$ cat src/lcdt_pkg.sv
// ----------------------------------------------------------------------------
// LCD line timing package
// Shared widths, default timing constants, mode and register codes, and the
// structs passed between the timing step and the top level.
// ----------------------------------------------------------------------------
package lcdt_pkg;

	// Field and state widths.
	localparam int CNT_W     = 10;
	localparam int LINE_W    = 8;
	localparam int CLK_W     = 8;
	localparam int MODE_W    = 2;
	localparam int CFG_W     = 8;
	localparam int CFG_IDX_W = 3;

	// Default line timing.
	localparam int DOTS_PER_LINE_DEF = 456;
	localparam int VISIBLE_LINES_DEF = 144;
	localparam int LAST_LINE_DEF     = 153;

	// Length of the OAM search and pixel transfer periods in dots.
	localparam int OAM_DOTS  = 80;
	localparam int XFER_DOTS = 172;

	// LCD mode codes.
	localparam logic [MODE_W-1:0] MODE_HBLANK = 2'd0;
	localparam logic [MODE_W-1:0] MODE_VBLANK = 2'd1;
	localparam logic [MODE_W-1:0] MODE_OAM    = 2'd2;
	localparam logic [MODE_W-1:0] MODE_XFER   = 2'd3;

	// Configuration register indexes.
	localparam logic [CFG_IDX_W-1:0] CFG_DISPLAY_EN = 3'd0;
	localparam logic [CFG_IDX_W-1:0] CFG_LYC        = 3'd1;
	localparam logic [CFG_IDX_W-1:0] CFG_HBLANK_IE  = 3'd2;
	localparam logic [CFG_IDX_W-1:0] CFG_VBLANK_IE  = 3'd3;
	localparam logic [CFG_IDX_W-1:0] CFG_OAM_IE     = 3'd4;
	localparam logic [CFG_IDX_W-1:0] CFG_LYC_IE     = 3'd5;

	// Configuration register contents.
	typedef struct packed {
		logic              display_enable;
		logic [LINE_W-1:0] lyc_compare;
		logic              hblank_irq_enable;
		logic              vblank_stat_irq_enable;
		logic              oam_irq_enable;
		logic              lyc_irq_enable;
	} lcdt_cfg_t;

	// Per-item status flags.
	typedef struct packed {
		logic coincidence;
		logic vblank_irq;
		logic stat_irq;
		logic draw_line;
	} lcdt_flags_t;

endpackage

$ cat src/lcd_line_timing_controller.sv
// ----------------------------------------------------------------------------
// LCD line timing controller
// Paces scanlines from elapsed clock counts and reports line, LCD mode,
// line compare and the V-Blank, stat and draw pulses for each item.
// ----------------------------------------------------------------------------
// An accepted item is held in the input register, then in the result register.
// Throughput: one item per cycle unless out_stall holds; the timing state updates
// as an item moves between the two, so each step is one pass.
// Reset: all configuration registers clear to zero, the countdown loads
// DOTS_PER_LINE, the line and mode clear, and both pipeline stages empty.
module lcd_line_timing_controller #(
	parameter int DOTS_PER_LINE = lcdt_pkg::DOTS_PER_LINE_DEF,
	parameter int VISIBLE_LINES = lcdt_pkg::VISIBLE_LINES_DEF,
	parameter int LAST_LINE     = lcdt_pkg::LAST_LINE_DEF
) (
	input  logic                              clk,
	input  logic                              arst_n,
	// Configuration write port.
	input  logic                              cfg_we,
	input  logic [lcdt_pkg::CFG_IDX_W-1:0]    cfg_index,
	input  logic [lcdt_pkg::CFG_W-1:0]        cfg_data,
	// Input channel.
	input  logic                              in_valid,
	output logic                              in_stall,
	input  logic [lcdt_pkg::CLK_W-1:0]        elapsed_clocks,
	// Result channel.
	output logic                              out_valid,
	input  logic                              out_stall,
	output logic [lcdt_pkg::LINE_W-1:0]       line,
	output logic [lcdt_pkg::MODE_W-1:0]       lcd_mode,
	output logic                              coincidence,
	output logic                              vblank_irq,
	output logic                              stat_irq,
	output logic                              draw_line
);
	import lcdt_pkg::*;

	localparam logic [CNT_W-1:0]  CNT_RESET = CNT_W'(DOTS_PER_LINE);
	localparam logic [LINE_W-1:0] LAST_L    = LINE_W'(LAST_LINE);
	localparam logic [LINE_W-1:0] VIS_L     = LINE_W'(VISIBLE_LINES);

	lcdt_cfg_t          cfg_q;
	logic               valid_s1;
	logic [CLK_W-1:0]   clocks_s1;
	logic               out_valid_q;
	logic [LINE_W-1:0]  line_out_q;
	logic [MODE_W-1:0]  mode_out_q;
	lcdt_flags_t        flags_out_q;
	logic [CNT_W-1:0]   cnt_q;
	logic [LINE_W-1:0]  line_q;
	logic [MODE_W-1:0]  mode_q;
	logic [CNT_W-1:0]   cnt_d;
	logic [LINE_W-1:0]  line_d;
	logic [MODE_W-1:0]  mode_d;
	lcdt_flags_t        flags_d;
	logic               in_take;
	logic               advance_s1;

	// Configuration registers.
	always_ff @(posedge clk or negedge arst_n) begin
		if (!arst_n) begin
			cfg_q <= '0;
		end else if (cfg_we) begin
			unique case (cfg_index)
				CFG_DISPLAY_EN: cfg_q.display_enable         <= cfg_data[0];
				CFG_LYC:        cfg_q.lyc_compare            <= cfg_data[LINE_W-1:0];
				CFG_HBLANK_IE:  cfg_q.hblank_irq_enable      <= cfg_data[0];
				CFG_VBLANK_IE:  cfg_q.vblank_stat_irq_enable <= cfg_data[0];
				CFG_OAM_IE:     cfg_q.oam_irq_enable         <= cfg_data[0];
				CFG_LYC_IE:     cfg_q.lyc_irq_enable         <= cfg_data[0];
				default: ;
			endcase
		end
	end

	// Handshake: the input stage moves on whenever the result register is free
	// or being emptied in the same cycle.
	assign advance_s1 = valid_s1 && (!out_valid_q || !out_stall);
	assign in_stall   = valid_s1 && out_valid_q && out_stall;
	assign in_take    = in_valid && !in_stall;

	// Input register.
	always_ff @(posedge clk or negedge arst_n) begin
		if (!arst_n) begin
			valid_s1 <= 1'b0;
		end else if (in_take) begin
			valid_s1 <= 1'b1;
		end else if (advance_s1) begin
			valid_s1 <= 1'b0;
		end
	end

	always_ff @(posedge clk) begin
		if (in_take) begin
			clocks_s1 <= elapsed_clocks;
		end
	end

	// Timing step for the item in the input register.
	lcdt_step #(
		.DOTS_PER_LINE (DOTS_PER_LINE),
		.VISIBLE_LINES (VISIBLE_LINES),
		.LAST_LINE     (LAST_LINE)
	) u_step (
		.cfg      (cfg_q),
		.clocks   (clocks_s1),
		.cnt_cur  (cnt_q),
		.line_cur (line_q),
		.mode_cur (mode_q),
		.cnt_nxt  (cnt_d),
		.line_nxt (line_d),
		.mode_nxt (mode_d),
		.flags    (flags_d)
	);

	// Timing state, updated once per item.
	always_ff @(posedge clk or negedge arst_n) begin
		if (!arst_n) begin
			cnt_q  <= CNT_RESET;
			line_q <= '0;
			mode_q <= MODE_HBLANK;
		end else if (advance_s1) begin
			cnt_q  <= cnt_d;
			line_q <= line_d;
			mode_q <= mode_d;
		end
	end

	// Result register.
	always_ff @(posedge clk or negedge arst_n) begin
		if (!arst_n) begin
			out_valid_q <= 1'b0;
		end else if (advance_s1) begin
			out_valid_q <= 1'b1;
		end else if (!out_stall) begin
			out_valid_q <= 1'b0;
		end
	end

	always_ff @(posedge clk) begin
		if (advance_s1) begin
			line_out_q  <= line_d;
			mode_out_q  <= mode_d;
			flags_out_q <= flags_d;
		end
	end

	assign out_valid   = out_valid_q;
	assign line        = line_out_q;
	assign lcd_mode    = mode_out_q;
	assign coincidence = flags_out_q.coincidence;
	assign vblank_irq  = flags_out_q.vblank_irq;
	assign stat_irq    = flags_out_q.stat_irq;
	assign draw_line   = flags_out_q.draw_line;

	// The countdown never holds more than one full line of dots.
	a_cnt_bound: assert property (@(posedge clk) disable iff (!arst_n)
		cnt_q <= CNT_RESET)
		else $error("line countdown above one line of dots");

	// The reported line never goes past the last line.
	a_line_bound: assert property (@(posedge clk) disable iff (!arst_n)
		out_valid_q |-> line_out_q <= LAST_L)
		else $error("line past the last line");

	// A V-Blank pulse comes only with the first non-visible line.
	a_vblank_line: assert property (@(posedge clk) disable iff (!arst_n)
		(out_valid_q && flags_out_q.vblank_irq) |-> line_out_q == VIS_L)
		else $error("vblank pulse on the wrong line");

	// Drawing and V-Blank never start on the same line.
	a_draw_vblank: assert property (@(posedge clk) disable iff (!arst_n)
		out_valid_q |-> !(flags_out_q.vblank_irq && flags_out_q.draw_line))
		else $error("draw and vblank pulse together");

	// The state only moves when an item passes into the result register.
	a_state_hold: assert property (@(posedge clk) disable iff (!arst_n)
		!advance_s1 |=> $stable(line_q) && $stable(mode_q))
		else $error("timing state changed without an item");

endmodule

$ cat src/lcdt_step.sv
// ----------------------------------------------------------------------------
// LCD line timing step
// Combinational next-state function for one timing item: derives the mode,
// checks the line compare, consumes the elapsed clocks and advances the line.
// ----------------------------------------------------------------------------
module lcdt_step #(
	parameter int DOTS_PER_LINE = lcdt_pkg::DOTS_PER_LINE_DEF,
	parameter int VISIBLE_LINES = lcdt_pkg::VISIBLE_LINES_DEF,
	parameter int LAST_LINE     = lcdt_pkg::LAST_LINE_DEF
) (
	input  lcdt_pkg::lcdt_cfg_t               cfg,
	input  logic [lcdt_pkg::CLK_W-1:0]        clocks,
	input  logic [lcdt_pkg::CNT_W-1:0]        cnt_cur,
	input  logic [lcdt_pkg::LINE_W-1:0]       line_cur,
	input  logic [lcdt_pkg::MODE_W-1:0]       mode_cur,
	output logic [lcdt_pkg::CNT_W-1:0]        cnt_nxt,
	output logic [lcdt_pkg::LINE_W-1:0]       line_nxt,
	output logic [lcdt_pkg::MODE_W-1:0]       mode_nxt,
	output lcdt_pkg::lcdt_flags_t             flags
);
	import lcdt_pkg::*;

	// Signed arithmetic width: holds countdown, bounds and the reload sum.
	localparam int SW = CNT_W + 2;

	localparam logic signed [SW-1:0] OAM_BOUND  = SW'(DOTS_PER_LINE - OAM_DOTS);
	localparam logic signed [SW-1:0] XFER_BOUND = SW'(DOTS_PER_LINE - OAM_DOTS - XFER_DOTS);
	localparam logic signed [SW-1:0] RELOAD     = SW'(DOTS_PER_LINE);
	localparam logic [LINE_W-1:0]    VIS_LINE   = LINE_W'(VISIBLE_LINES);
	localparam logic [LINE_W:0]      VIS_NEXT   = (LINE_W + 1)'(VISIBLE_LINES);
	localparam logic [LINE_W:0]      LAST_NEXT  = (LINE_W + 1)'(LAST_LINE);

	logic signed [SW-1:0] cnt_s;
	logic signed [SW-1:0] cnt_sub;
	logic signed [SW-1:0] cnt_adj;
	logic [LINE_W:0]      ly;
	logic                 req;
	logic                 mode_irq;
	logic                 advance;

	always_comb begin
		cnt_s   = SW'(cnt_cur);
		cnt_sub = cnt_s - SW'(clocks);
		advance = (cnt_sub <= 0);
		ly      = {1'b0, line_cur} + 1'b1;
		cnt_nxt = RELOAD[CNT_W-1:0];
		line_nxt = '0;
		mode_nxt = MODE_VBLANK;
		flags    = '0;
		req      = 1'b0;
		mode_irq = 1'b0;
		cnt_adj  = cnt_sub;

		if (cfg.display_enable) begin
			// Mode from the line and the position inside the line.
			if (line_cur >= VIS_LINE) begin
				mode_nxt = MODE_VBLANK;
				req      = cfg.vblank_stat_irq_enable;
			end else if (cnt_s >= OAM_BOUND) begin
				mode_nxt = MODE_OAM;
				req      = cfg.oam_irq_enable;
			end else if (cnt_s >= XFER_BOUND) begin
				mode_nxt = MODE_XFER;
				req      = 1'b0;
			end else begin
				mode_nxt = MODE_HBLANK;
				req      = cfg.hblank_irq_enable;
			end
			mode_irq = req && (mode_nxt != mode_cur);

			// Line compare.
			flags.coincidence = (line_cur == cfg.lyc_compare);
			flags.stat_irq    = mode_irq || (flags.coincidence && cfg.lyc_irq_enable);

			// End of line: advance, reload and wrap after the last line.
			line_nxt = line_cur;
			if (advance) begin
				cnt_adj = cnt_sub + RELOAD;
				if (ly == VIS_NEXT) begin
					flags.vblank_irq = 1'b1;
				end else if (ly > LAST_NEXT) begin
					ly = '0;
				end
				flags.draw_line = (ly < VIS_NEXT);
				line_nxt        = ly[LINE_W-1:0];
			end

			// A reload that is still not positive saturates at zero.
			if (cnt_adj < 0) begin
				cnt_nxt = '0;
			end else begin
				cnt_nxt = cnt_adj[CNT_W-1:0];
			end
		end
	end

endmodule

$ cat config.mk
export PLATFORM = sky130hd
export DESIGN_NAME = lcd_line_timing_controller
export DESIGN_NICKNAME = d
export VERILOG_FILES = /design/src/lcdt_pkg.sv /design/src/lcd_line_timing_controller.sv /design/src/lcdt_step.sv
export SDC_FILE = /design/constraint.sdc
export NUM_CORES = 1
export LEC_CHECK = 0
export BUFFER_PORTS_ARGS = -buffer_cell sky130_fd_sc_hd__buf_2
export CAP_MARGIN = 5
export CELL_PAD_IN_SITES_DETAIL_PLACEMENT = 1
export CELL_PAD_IN_SITES_GLOBAL_PLACEMENT = 2
export CORE_MARGIN = 1
export CORE_UTILIZATION = 41
export CTS_BUF_LIST = sky130_fd_sc_hd__clkbuf_8 sky130_fd_sc_hd__clkbuf_16
export DETAILED_ROUTE_END_ITERATION = 12
export PLACE_DENSITY = 0.9
export SYNTH_ARGS = -nofsm -noshare
export SYNTH_HDL_FRONTEND = slang
export SYNTH_SLANG_ARGS = --single-unit
$ cat constraint.sdc
create_clock -name clk -period 7.17 [get_ports clk]
set_input_delay 1.0755 -clock clk [delete_from_list [all_inputs] [get_ports clk]]
set_output_delay 1.0755 -clock clk [all_outputs]
set_load 0.05 [all_outputs]
=== After elaboration in Yosys (flattened, before gate mapping) ===
Cells that the tools add are included.

* $add $sub $neg: 3
* Magnitude comparators: 7
* Equality and inequality tests: 9
* Mux-type cells: 24
* Reduce and logical (&&, ||, !) cells: 20

{| class="wikitable"
|+ Operator list
! operator !! number
|-
| $mux W9 || 4
|-
| $mux W12 || 2
|-
| $mux W10 || 2
|-
| $mux W8 || 2
|-
| $reduce_and A2 Y1 || 7
|-
| $add A11 B10 Y12 const B || 1
|-
| $lt A12 B1 Y1 const B || 1
|-
| $le A11 B1 Y1 const B || 1
|-
| $sub A10 B8 Y11 || 1
|-
| $ge A10 B8 Y1 const B || 1
|-
| $ge A10 B9 Y1 const B || 1
|-
| $mux W2 || 5
|-
| $add A8 B1 Y9 const B || 1
|-
| $eq A9 B8 Y1 const B || 1
|-
| $gt A9 B8 Y1 const B || 1
|-
| $lt A9 B8 Y1 const B || 1
|-
| $mux W1 || 9
|-
| $eq A8 B8 Y1 || 1
|-
| $ge A8 B8 Y1 const B || 1
|-
| $eq A3 B2 Y1 const B || 2
|-
| $eq A3 B3 Y1 const B || 2
|-
| $logic_and A1 B1 Y1 || 6
|-
| $eq A3 B1 Y1 const B || 1
|-
| $logic_not A1 Y1 || 3
|-
| other kinds (5) || 6
|}

* Bits in registers: 57
* Input port bits: 24
* Output and inout port bits: 16

=== Longest topological paths before layout ===
Gate-level depths: netlist of the first run.

* Depth in word-level cells: 8
* Gate-level depth with buffers: 13

=== Hierarchy ===
Synthesis of the first run repeated with hierarchy kept, for this count alone.

* Cell total of the unflattened synthesis: 329
* Area total of the unflattened synthesis: 3563.4 um^2

{| class="wikitable"
|+ By module, submodules not included
! module !! instances !! cells an instance !! area an instance (um^2) !! seq. area each (um^2)
|-
| lcd_line_timing_controller || 1 || 105 || 2073.2 || 1541.5
|-
| lcdt_step || 1 || 224 || 1490.2 || 0.0
|}

=== Least setup slack after synthesis of the first run ===
Ideal clock, no wire load.

* Path kind: register to register
* Start point: register clocks_s1[0]
* End point: register line_q[6]
* Library setup time: 0.126 ns
* Arrival time: 2.844 ns
* Data required time: 7.044 ns
* Slack: 4.200 ns
* Stages on the path, launching flop included: 12
* Cell sequence: edfxtp_1 ha_1 fa_1 nor2b_1 o2111ai_1 a31oi_1 a2bb2o_1 nor4b_4 a21oi_2 buf_6 o21a_1 a221o_1

* Longest elaborated chain between the ends: 4

{| class="wikitable"
|+ RTL lines
! item !! line !! source
|-
| from (decl) || lcd_line_timing_controller.sv:44 || <nowiki>logic [CLK_W-1:0] clocks_s1;</nowiki>
|-
| from (signal assigned) || lcd_line_timing_controller.sv:95 || <nowiki>clocks_s1 <= elapsed_clocks;</nowiki>
|-
| $sub A10 B8 Y11 || lcdt_step.sv:43 || <nowiki>cnt_sub = cnt_s - SW'(clocks);</nowiki>
|-
| $le A11 B1 Y1 || lcdt_step.sv:44 || <nowiki>advance = (cnt_sub <= 0);</nowiki>
|-
| $mux W8 || lcdt_step.sv:77 || <nowiki>if (advance) begin</nowiki>
|-
| $mux W8 || lcdt_step.sv:54 || <nowiki>if (cfg.display_enable) begin</nowiki>
|-
| to (signal assigned) || lcd_line_timing_controller.sv:124 || <nowiki>line_q <= line_d;</nowiki>
|-
| to (decl) || lcd_line_timing_controller.sv:50 || <nowiki>logic [LINE_W-1:0] line_q;</nowiki>
|}

No other way between the ends.
A chain may end at the register's enable or synchronous reset.

=== Worst setup path in the final report of the first run ===
* Start point: register clocks_s1[0]
* End point: register line_out_q[4], in the netlist line[4], data pin

* Longest elaborated chain between the ends: 4

{| class="wikitable"
|+ RTL lines
! item !! line !! source
|-
| $sub A10 B8 Y11 || lcdt_step.sv:43 ||
|-
| $le A11 B1 Y1 || lcdt_step.sv:44 ||
|-
| $mux W8 || lcdt_step.sv:77 ||
|-
| $mux W8 || lcdt_step.sv:54 ||
|-
| via line_d[4] || lcd_line_timing_controller.sv:53 || <nowiki>logic [LINE_W-1:0] line_d;</nowiki>
|-
| to (signal assigned) || lcd_line_timing_controller.sv:142 || <nowiki>line_out_q <= line_d;</nowiki>
|-
| to (decl) || lcd_line_timing_controller.sv:46 || <nowiki>logic [LINE_W-1:0] line_out_q;</nowiki>
|}

The timed path passes the listed nets, and every way through them passes these cells.

==> results of run 1 <==
-- placed cells by master, fill, tap and decap left out, types with 9 or more instances in the layout --
master     n
a21oi_1    9
buf_2     39
clkbuf_8   9
dfrtp_1   31
edfxtp_1  22
ha_1      12
inv_1     22
mux2_2    15
nand2_1   27
nand3_1   10
nor2_1    13
o21ai_0   11
or3_1      9
xnor2_1    9
xor2_1     9
-- metrics by stage --
| step | util | instances |
|---|---|---|
| 4_1_cts | 0.4781 | 487 |
| 3_5_place_dp | 0.4558 | 471 |
| 5_1_grt | 0.4781 | 487 |
| 3_3_place_gp | 0.4558 | 471 |
| 2_1_floorplan | - | 345 |
| 6_report | 0.4781 | 487 |
-- routing by layer --
metal,GRT usage,vias up,part of all wire
met5,0,-,0
met4,0.05429,0,0.0085
met3,0.04187,11,0.045
met2,0.3351,72,0.47
met1,0.3074,1450,0.48
li1,-,1344,-
-- power breakdown --
group,total [mW],switching [mW],internal [mW]
logic,0.619,0.379,0.240
registers,0.506,0.0872,0.419
clock network,0.293,0.137,0.156
-- layout make-up --
class                   count  share of cell area
multi-input cells         246              0.4579
flip-flops and latches     57              0.3885
repair buffers             41             0.05298
well taps                 105             0.03311
clock buffers               9             0.03122
inverters                  22             0.02081
clock inverters             7             0.01545
-- worst paths after layout --
check,startpoint,end,slack [ps]
max in group asynchronous,arst_n,cnt_q[4],5760
worst min-delay path,cfg_q[2],cfg_q[2],510
worst min register to register,cfg_q[2],cfg_q[2],510
worst max register to register,clocks_s1[0],line[4],3700
min in group asynchronous,arst_n,cfg_q[6],850
worst max-delay path,clocks_s1[0],line[4],3700
-- state kept, by name, indices dropped and copies added, names as in the netlist --
name,flops
line_q,8
cnt_q,10
valid_s1,1
stat_irq,1
vblank_irq,1
cfg_q,13
clocks_s1,8
mode_q,2
coincidence,1
out_valid,1
lcd_mode,2
draw_line,1
line,8
-- kinds of logic (layout without fill, tap and decap cells) --
logic type,count (synthesis),after routing,share of synthesized area
DFF,57,57,0.4358
xor gates and xnor gates,18,18,0.04457
AOI/OAI and AO/OA,83,83,0.1748
muxes,17,17,0.05341
and+or+nand+nor,115,115,0.1928
adders and majority gates,13,13,0.04811
buffers and inverters,42,79,0.05058
-- cells in the mapped netlist, types with 3 or more instances --
master,instances
inv_1,22
dfrtp_1,31
edfxtp_1,22
nor4bb_1,3
mux2_2,15
and2_1,4
buf_2,5
or2_2,3
o22ai_1,6
ha_1,12
o21a_1,4
a21o_1,4
a21oi_1,9
o21ai_0,11
o21ai_1,4
nor3_1,8
a22o_1,3
nand2_1,27
and3_1,4
nor2_1,13
a31oi_1,7
nand2b_1,5
dfstp_2,4
nand4_1,5
nand3_1,10
or3_1,9
xnor2_1,9
a21boi_1,5
o31ai_1,4
nor2b_1,5
xor2_1,9
clkbuf_1,10
a221o_1,3
-- worst max-delay path: cells and delay by family (launching register included) --
kind,cells,cell delay (ps)
buffers and inverters,1,240
adder cells (fa/ha/maj),2,630
AO/OA/AOI/OAI,5,1050
AND/OR/NAND/NOR,3,1020
flip-flops,1,370
==> out/results.tsv, run 1 <==
metric	value	unit
status	complete, no violations	
yosys-top-cells-area	dfrtp_1 (22%), edfxtp_1 (19%), mux2_2 (4.8%)	
cp-end-kind	flip-flop	
postCtsSetupRepairBufs	0	
drc	0	
dr_total_vias	2877	
p_total	1.418	mW
antenna_found_initial	0	
grt_overflow	0	
synth.largest_area_cell	dfrtp_1	
clockBufferDepth	2	
die_h	94.88	um
fin_ws	3699	ps
vdd_drop_max	0.1629	mV
p_per_area	357.5	nW/um^2
fp-row-count	33	
reg2regPathDepth	11	
synth_edf_count	22	
setup_viol	0	
fin_skew	8.558	ps
synth-main-ff-cell	dfrtp_1	
cts_buffers	9	
ios	40	
place_ws	3731	ps
fin_setup_tns	0	ps
cts.root.buffer_cell	clkbuf_8	
finalInstanceArea	3968	um^2
gr-usage-all-layers	0.2156	
drv_slew	0	
seqCellArea	1541	um^2
seq_area_frac_synth	0.4358	
fp.dieW	94.88	um
multiInputGateArea	1817	um^2
first_iter_violations	176	
wl_per_cell	18.41	um
postCtsResizedCells	0	
io_buffers	39	
synth_nets	382	
cp_cell_sequence	ha_1 -> fa_1 -> nor2b_1 -> o2111ai_1 -> a31oi_1 -> a2bb2o_1 -> nor4b_4 -> a21oi_2 -> buf_4 -> or4_1 -> a21boi_1	
hold_violations	0	
fill_cells	952	
slew_headroom	0.3894	
cp_max_fo	31	
drive_above_1_share	0.2251	
crit_type	reg -> reg	
synth-async-reset-ratio	0.6140	
holdWs	505.9	ps
cts_tree	yes	
synthCells	345	
first_pass_iters	4	
min_path_cells	1	
worstPathArrival	3650	ps
vias_per_cell	5.908	
grt_pass1_wl	14720	um
clkTransAtPathRegs	70	ps
slowest_delay	530	ps
finalWeightedCongestion	0.8014	
slowest_stage	or4_1	
core-area	8299	um^2
cts_max_level	3	
synth_top_area_share	0.2193	
grt_pass1_vias	2856	
grt_max_degree	36	
synth.distinct_cells	72	
placedInstanceArea	3782	um^2
worst_pin_slew	914.9	ps
flow.area_growth_from_synthesis	12.17	%
initial_utilization	0.4262	
insertion_delay	330	ps
drt-total-wl	8968	um
start_kind	flip-flop	
hold_buffers	0	
numClockSinks	57	
p_leak	1.675	nW
min_period_over_period	0.4841	
dp_hpwl	6450	um
rsz0062_at_grt	false	
drv_cap	0	
die_area	9002	um^2
finalNetCount	414	
ys_ff_latch	57	
fin_crit	3471	ps
yosys_warnings	0	
syn_avg_cell_area	10.25	um^2
antenna_cells	0	
fmax	288.1	MHz
syn_area	3537	um^2
hold_class	reg -> reg	
required	7350	ps
antenna_left	0	
Power figures use the tool's default switching activity.
==> inputs of run 2 (changes only) <==
- CORE_UTILIZATION: 41 -> 34
- PLACE_DENSITY: 0.9 -> 0.81
- clock period: 7.17 -> 3.1 ns (I/O delays scaled with it)
==> run 2 against run 1 <==
Against the previous run:
- sequential share of layout area decreased by 4.1 points
- first-iteration DRC count fell by 47%
- setup slack got worse by 3600 ps
- sequential power grew 130%
- combinational power grew to 3.0 times the previous value
- critical path depth decreased by 1
==> out/results.tsv, run 2 (synthesis gave the netlist of run 1 again) <==
metric	value	unit	change
status	complete, no violations		
grt_overflow	0		unchanged
first_pass_iters	4		unchanged
ios	40		unchanged
p_sw_frac	0.4223		-0.002808
grt_max_degree	36		unchanged
min_period_over_period	0.9747		+0.4906
hold_violations	0		unchanged
drv_slew	0		unchanged
clockBufferDepth	2		unchanged
start_kind	flip-flop		
initial_utilization	0.3569		-0.06926
grt_pass1_vias	3098		+8.5%
fp-row-count	36		+9.1%
cp-end-kind	flip-flop		
drive_above_1_share	0.3556		+0.1305
layout_commonest_cell	buf_2		
insertion_delay	350	ps	+20 ps
vdd_drop_max	0.3392	mV	+110%
fmax	331.0	MHz	+15%
fin_crit	3022	ps	-449.8 ps
numClockSinks	57		unchanged
dr_total_vias	2968		+3.2%
r2r-start	cnt_q[6]		
combPwrFrac	0.516		+0.079
antenna_cells	0		unchanged
cp_max_fo	9		-71%
p_per_area	821.2	nW/um^2	+130%
worst_pin_slew	838.9	ps	-76.03 ps
fin_skew	7.199	ps	-1.359 ps
rsz0062_at_grt	true		
clkTransAtPathRegs	70	ps	about the same
gr-usage-all-layers	0.1830		-0.03264
core-area	9910	um^2	+19%
reg2regPathDepth	10		-1
p_total	3.641	mW	+160%
fin_util	0.4475		-0.03059
worst_r2r_endpoint	line_q[0]		
vias_per_cell	5.377		-9.0%
slew_headroom	0.4408		+0.05136
die_area	10820	um^2	+20%
ff2ff_setup_slack	80	ps	-3620 ps
fp.dieW	104.0	um	+9.6%
first_iter_violations	94		-47%
die_h	104.0	um	+9.6%
antenna_left	0		unchanged
cts_tree	yes		
antenna_found_initial	0		unchanged
flow.area_growth_from_synthesis	25.36	%	
cts_max_level	3		unchanged
p_switching	1.538	mW	+160%
top_register	cfg_q		
drc	0		unchanged
wl_per_cell	16.83	um	-8.6%
mostFrequentLayoutCells	buf_2 (39), buf_4 (37), dfrtp_1 (31)		
pwr-share-clk	0.167		-0.039
hold_buffers	0		unchanged
finalNetCount	451		+8.9%
drv_cap	0		unchanged
slowest_stage	dfstp_2		
setup_viol	0		unchanged
worstPathArrival	3260	ps	-390 ps
crit_type	reg -> reg		
p_leak	1.895	nW	+13%
finalWeightedCongestion	0.7729		-3.6%
drt-total-wl	9290	um	+3.6%
io_buffers	39		unchanged
dp_hpwl	6601	um	+2.3%
slowest_delay	550	ps	+20 ps
fill_cells	1149		+21%
pwr-share-seq	0.317		-0.040
cts.root.buffer_cell	clkbuf_8		
hold_class	in -> async		
cts_buffers	9		unchanged
required	3340	ps	-4010 ps
grt_pass1_wl	15560	um	+5.7%
cp_cell_sequence	ha_2 -> a21oi_2 -> nand2_1 -> o211a_1 -> o31a_1 -> nor4b_4 -> a21oi_4 -> buf_4 -> a21o_1 -> mux2_2		
reg_top3	cfg_q x13, cnt_q x10		
intPower	2.104	mW	+160%
largest_reg_flops	13		unchanged
## run 2: changes by cell type in the layout (fill, tap and decap cells not counted), moves of 3 or more
cell / delta
buf_4: +35
ha_1: -5
clkinv_1: -3
clkinv_2: +3
ha_4: +3
## run 2: how the worst max path moves through the flow
stage,from,cells past startpoint,to,slack (ps)
after floorplan,clocks_s1[0],11,line_q[6],130
after global placement,clocks_s1[0],11,line[3],-50
after detailed placement,clocks_s1[0],11,line[3],-190
after CTS,clocks_s1[0],11,line_q[5],5
after global routing,clocks_s1[1],11,line[3],-60
final,cnt_q[6],10,line_q[0],80
## run 2: what timing repair did
action	4_1_cts	5_1_grt
hold endpoints to repair	0	0
cloned	0	0
buffers inserted	3	4
resized for setup	21	12
setup endpoints to repair	21	18
pin swaps	7	24
## run 2: layout make-up
type / count / area, um^2 / share of cell area
multi-input cells: 246 / 1986 / 0.4478
flip-flops and latches: 57 / 1541 / 0.3476
repair buffers: 78 / 495.5 / 0.1117
well taps: 133 / 166.4 / 0.03753
clock buffers: 9 / 123.9 / 0.02793
inverters: 22 / 82.58 / 0.01862
clock inverters: 7 / 38.79 / 0.008747
## run 2: worst max-delay path: cells and delay by family, from the launching register on
kind	cells	cell delay, ps
compound gates	5	1100
fa+ha+maj	1	310
buf+inv	1	200
flops	1	550
mux	1	270
simple gates	2	480
## run 2: power by group through the flow
stage	logic, mW	clock network [mW]	registers (mW)
3_3_place_gp	1.52	0	1.16
4_1_cts	1.79	0.618	1.16
3_5_place_dp	1.57	0	1.16
6_report	1.88	0.607	1.15
5_1_grt	2.05	0.656	1.18
2_1_floorplan	1.09	0	1.16
## run 2: metrics by stage
stage,TNS (ps),hold WS [ps],cell area [um^2],instances,setup WS (ps)
finish,0,213.9,4434,552,78.43
detailed placement,-1659,497.4,4043,529,-193.6
CTS,0,239.4,4357,548,5.246
floorplan,0,169.4,3537,345,130.1
global placement,-207.3,495.8,4043,529,-47.28
global route,-482.3,265.2,4434,552,-63.35
## run 2: per-layer routing
| metal | track usage | part of all wire | up-vias |
|---|---|---|---|
| met3 | 0.04323 | 0.036 | 12 |
| li1 | - | - | 1414 |
| met2 | 0.3024 | 0.48 | 53 |
| met4 | 0.06837 | 0.017 | 0 |
| met5 | 0 | 0 | - |
| met1 | 0.2317 | 0.46 | 1489 |
==> inputs of run 3 (changes only) <==
--- a/config.mk
+++ b/config.mk
@@ -12,6 +12,7 @@
 export CORE_MARGIN = 1
-export CORE_UTILIZATION = 34
+export CORE_UTILIZATION = 38
 export CTS_BUF_LIST = sky130_fd_sc_hd__clkbuf_8 sky130_fd_sc_hd__clkbuf_16
+export CTS_CLUSTER_DIAMETER = 30
 export DETAILED_ROUTE_END_ITERATION = 12
-export PLACE_DENSITY = 0.81
+export PLACE_DENSITY = 0.85
 export SYNTH_ARGS = -nofsm -noshare
==> constraint.sdc (replaced) <==
create_clock -name clk -period 3.35 [get_ports clk]
set_input_delay 0.5025 -clock clk [delete_from_list [all_inputs] [get_ports clk]]
set_output_delay 0.5025 -clock clk [all_outputs]
set_load 0.1 [all_outputs]
==> run 3 against run 2 <==
Against the previous run:
- register-to-register slack improved by 40 ps
- critical path depth increased by 2
- sequential share of layout area increased by 1.5 points
- cell count decreased by 7.1%
- count of clock-buffer cells in the layout increased by 5
- flip-flop and latch count unchanged
- combinational power decreased by 18%
- total power decreased by 5.9%
- maximum frequency decreased by 6.6%
- clock skew about the same
- critical path type unchanged
- largest cell class unchanged
- highest routed layer unchanged
==> out/results.tsv, run 3 (synthesis gave the netlist of run 1 again) <==
metric	value	unit	change
final-instance-count-excl-fill	513		-7.1%
combPwrFrac	0.454		-0.062
drv_slew	0		unchanged
finalWeightedCongestion	0.7773		+0.57%
slowest_stage	edfxtp_1		
reg2regPathDepth	12		+2
fin_skew	7.497	ps	+0.2982 ps
grt_pass1_wl	15280	um	-1.8%
top_register	cfg_q		
io_buffers	39		unchanged
die_h	98.48	um	-5.3%
clockBufferDepth	2		unchanged
cts_tree	yes		
cts_buffers	9		unchanged
grt_pass1_vias	2982		-3.7%
finalNetCount	437		-3.1%
start_kind	flip-flop		
mostFrequentLayoutCells	buf_2 (39), dfrtp_1 (31), nand2_1 (27)		
flow.area_growth_from_synthesis	20.13	%	
fin_crit	3235	ps	+213.0 ps
insertion_delay	340	ps	about the same
cp_cell_sequence	ha_1 -> fa_2 -> nor2b_2 -> o2111ai_2 -> a31oi_1 -> a2bb2o_1 -> nor4b_4 -> buf_4 -> a21oi_4 -> buf_4 -> or3_1 -> a21boi_1		
pwr-share-clk	0.233		+0.066
vdd_drop_max	0.4268	mV	+26%
reg_top3	cfg_q x13, cnt_q x10		
first_iter_violations	162		+72%
crit_type	reg -> reg		
intPower	1.995	mW	-5.2%
cts.root.buffer_cell	clkbuf_8		
cp-end-kind	flip-flop		
numClockSinks	57		unchanged
hold_buffers	0		unchanged
vias_per_cell	5.634		+4.8%
hold_violations	0		unchanged
p_switching	1.432	mW	-6.9%
multiInputGateArea	1863	um^2	-6.2%
cp_num_buf_inv	2		+1
place_inst	494		-6.6%
drc	0		unchanged
worst-path-stages	12		+2
p_leak	1.835	nW	-3.2%
p_total	3.427	mW	-5.9%
slew_headroom	0.4194		-0.02134
setup_viol	0		unchanged
largest_reg_flops	13		unchanged
p_per_area	806.5	nW/um^2	-1.8%
drv_cap	0		unchanged
fmax	309.2	MHz	-6.6%
seqCellArea	1541	um^2	unchanged
hold_class	in -> async		
drt-total-wl	9265	um	-0.27%
fp-row-count	34		-5.6%
min_period_over_period	0.9655		-0.009153
status	complete, no violations		
ios	40		unchanged
antenna_left	0		unchanged
fp.dieW	98.48	um	-5.3%
worstPathArrival	3420	ps	+160 ps
first_pass_iters	6		+2
wl_per_cell	18.06	um	+7.3%
path_delay_family	compound AO/OA/AOI/OAI gates		
clkTransAtPathRegs	70	ps	about the same
cts_max_level	3		unchanged
pwr-share-seq	0.313		-0.004
worst_pin_slew	869.9	ps	+31.05 ps
grt_max_degree	36		unchanged
layout_commonest_cell	buf_2		
dp_hpwl	6527	um	-1.1%
initial_utilization	0.3997		+0.04280
required	3540	ps	+200 ps
cpMostUsedCell	buf_4		
antenna_cells	0		unchanged
p_sw_frac	0.4178		-0.004533
cp_max_fo	6		-3
dr_total_vias	2890		-2.6%
gr-usage-all-layers	0.2031		+0.02017
grt_overflow	0		unchanged
fill_cells	1016		-12%
core-area	8848	um^2	-11%
antenna_found_initial	0		unchanged
die_area	9698	um^2	-10%
drive_above_1_share	0.2914		-0.06425
slowest_delay	370	ps	-180 ps
run 3: cell types whose count changed in the layout (fill, tap and decap cells not counted), moves of 2 or more:
cell and delta:
ha_1 +5, clkbuf_8 +3, o21ai_2 -2, clkbuf_16 +2
nor2_1 +2, buf_6 -2, clkinv_2 -4, buf_4 -13
o21ai_1 +2, ha_4 -3, clkinvlp_4 -2, ha_2 -2
run 3: power groups by stage:
stage	sequential, mW	combinational [mW]	clock, mW
floorplan	1.16	1.01	0
global placement	1.08	1.44	0
detailed placement	1.08	1.48	0
CTS	1.07	1.51	0.808
global route	1.09	1.71	0.839
finish	1.07	1.55	0.798
run 3: worst paths after layout:
| kind | endpoint | slack (ps) | startpoint |
|---|---|---|---|
| max in group asynchronous | cfg_q[2] | 2560 | arst_n |
| worst max register to register | line[3] | 120 | clocks_s1[0] |
| worst min register to register | cfg_q[2] | 510 | cfg_q[2] |
| worst min-delay path | line_q[5] | 260 | arst_n |
| min in group clk | clocks_s1[1] | 330 | elapsed_clocks[1] |
| worst max-delay path | line[3] | 120 | clocks_s1[0] |
run 3: layout make-up:
class,count,area share
Clock buffer,14,0.05065
Clock inverter,2,0.008539
Inverter,22,0.01943
Multi-Input combinational cell,247,0.4385
Sequential cell,57,0.3628
Tap cell,108,0.03180
Timing Repair Buffer,63,0.08834
run 3: what timing repair did:
item / in CTS / in global routing
pin swaps: 1 / 3
resized for setup: 0 / 7
gates cloned: 0 / 1
setup endpoints to repair: 9 / 22
buffers inserted: 1 / 1
run 3: metal layers:
layer  vias to the layer above  GRT usage  routed length [um]
met5                         -          0                   0
met4                         0    0.06315                 109
met3                        11    0.04468                 424
met2                        72     0.3342                4348
met1                      1422     0.2684                4383
li1                       1385          -                   -
run 3: stage by stage:
step / area [um^2] / util / worst slack, ps / hold slack, ps / TNS [ps]
after floorplan: 3537 / - / 380.1 / 206.9 / 0
after CTS: 4195 / 0.4741 / 8.601 / 304.4 / 0
after global routing: 4249 / 0.4802 / -7.373 / 315.7 / -12.44
after global placement: 3936 / 0.4449 / 121.2 / 492.1 / 0
after detailed placement: 3936 / 0.4449 / -7.225 / 498.2 / -10.77
final: 4249 / 0.4802 / 115.4 / 262.9 / 0
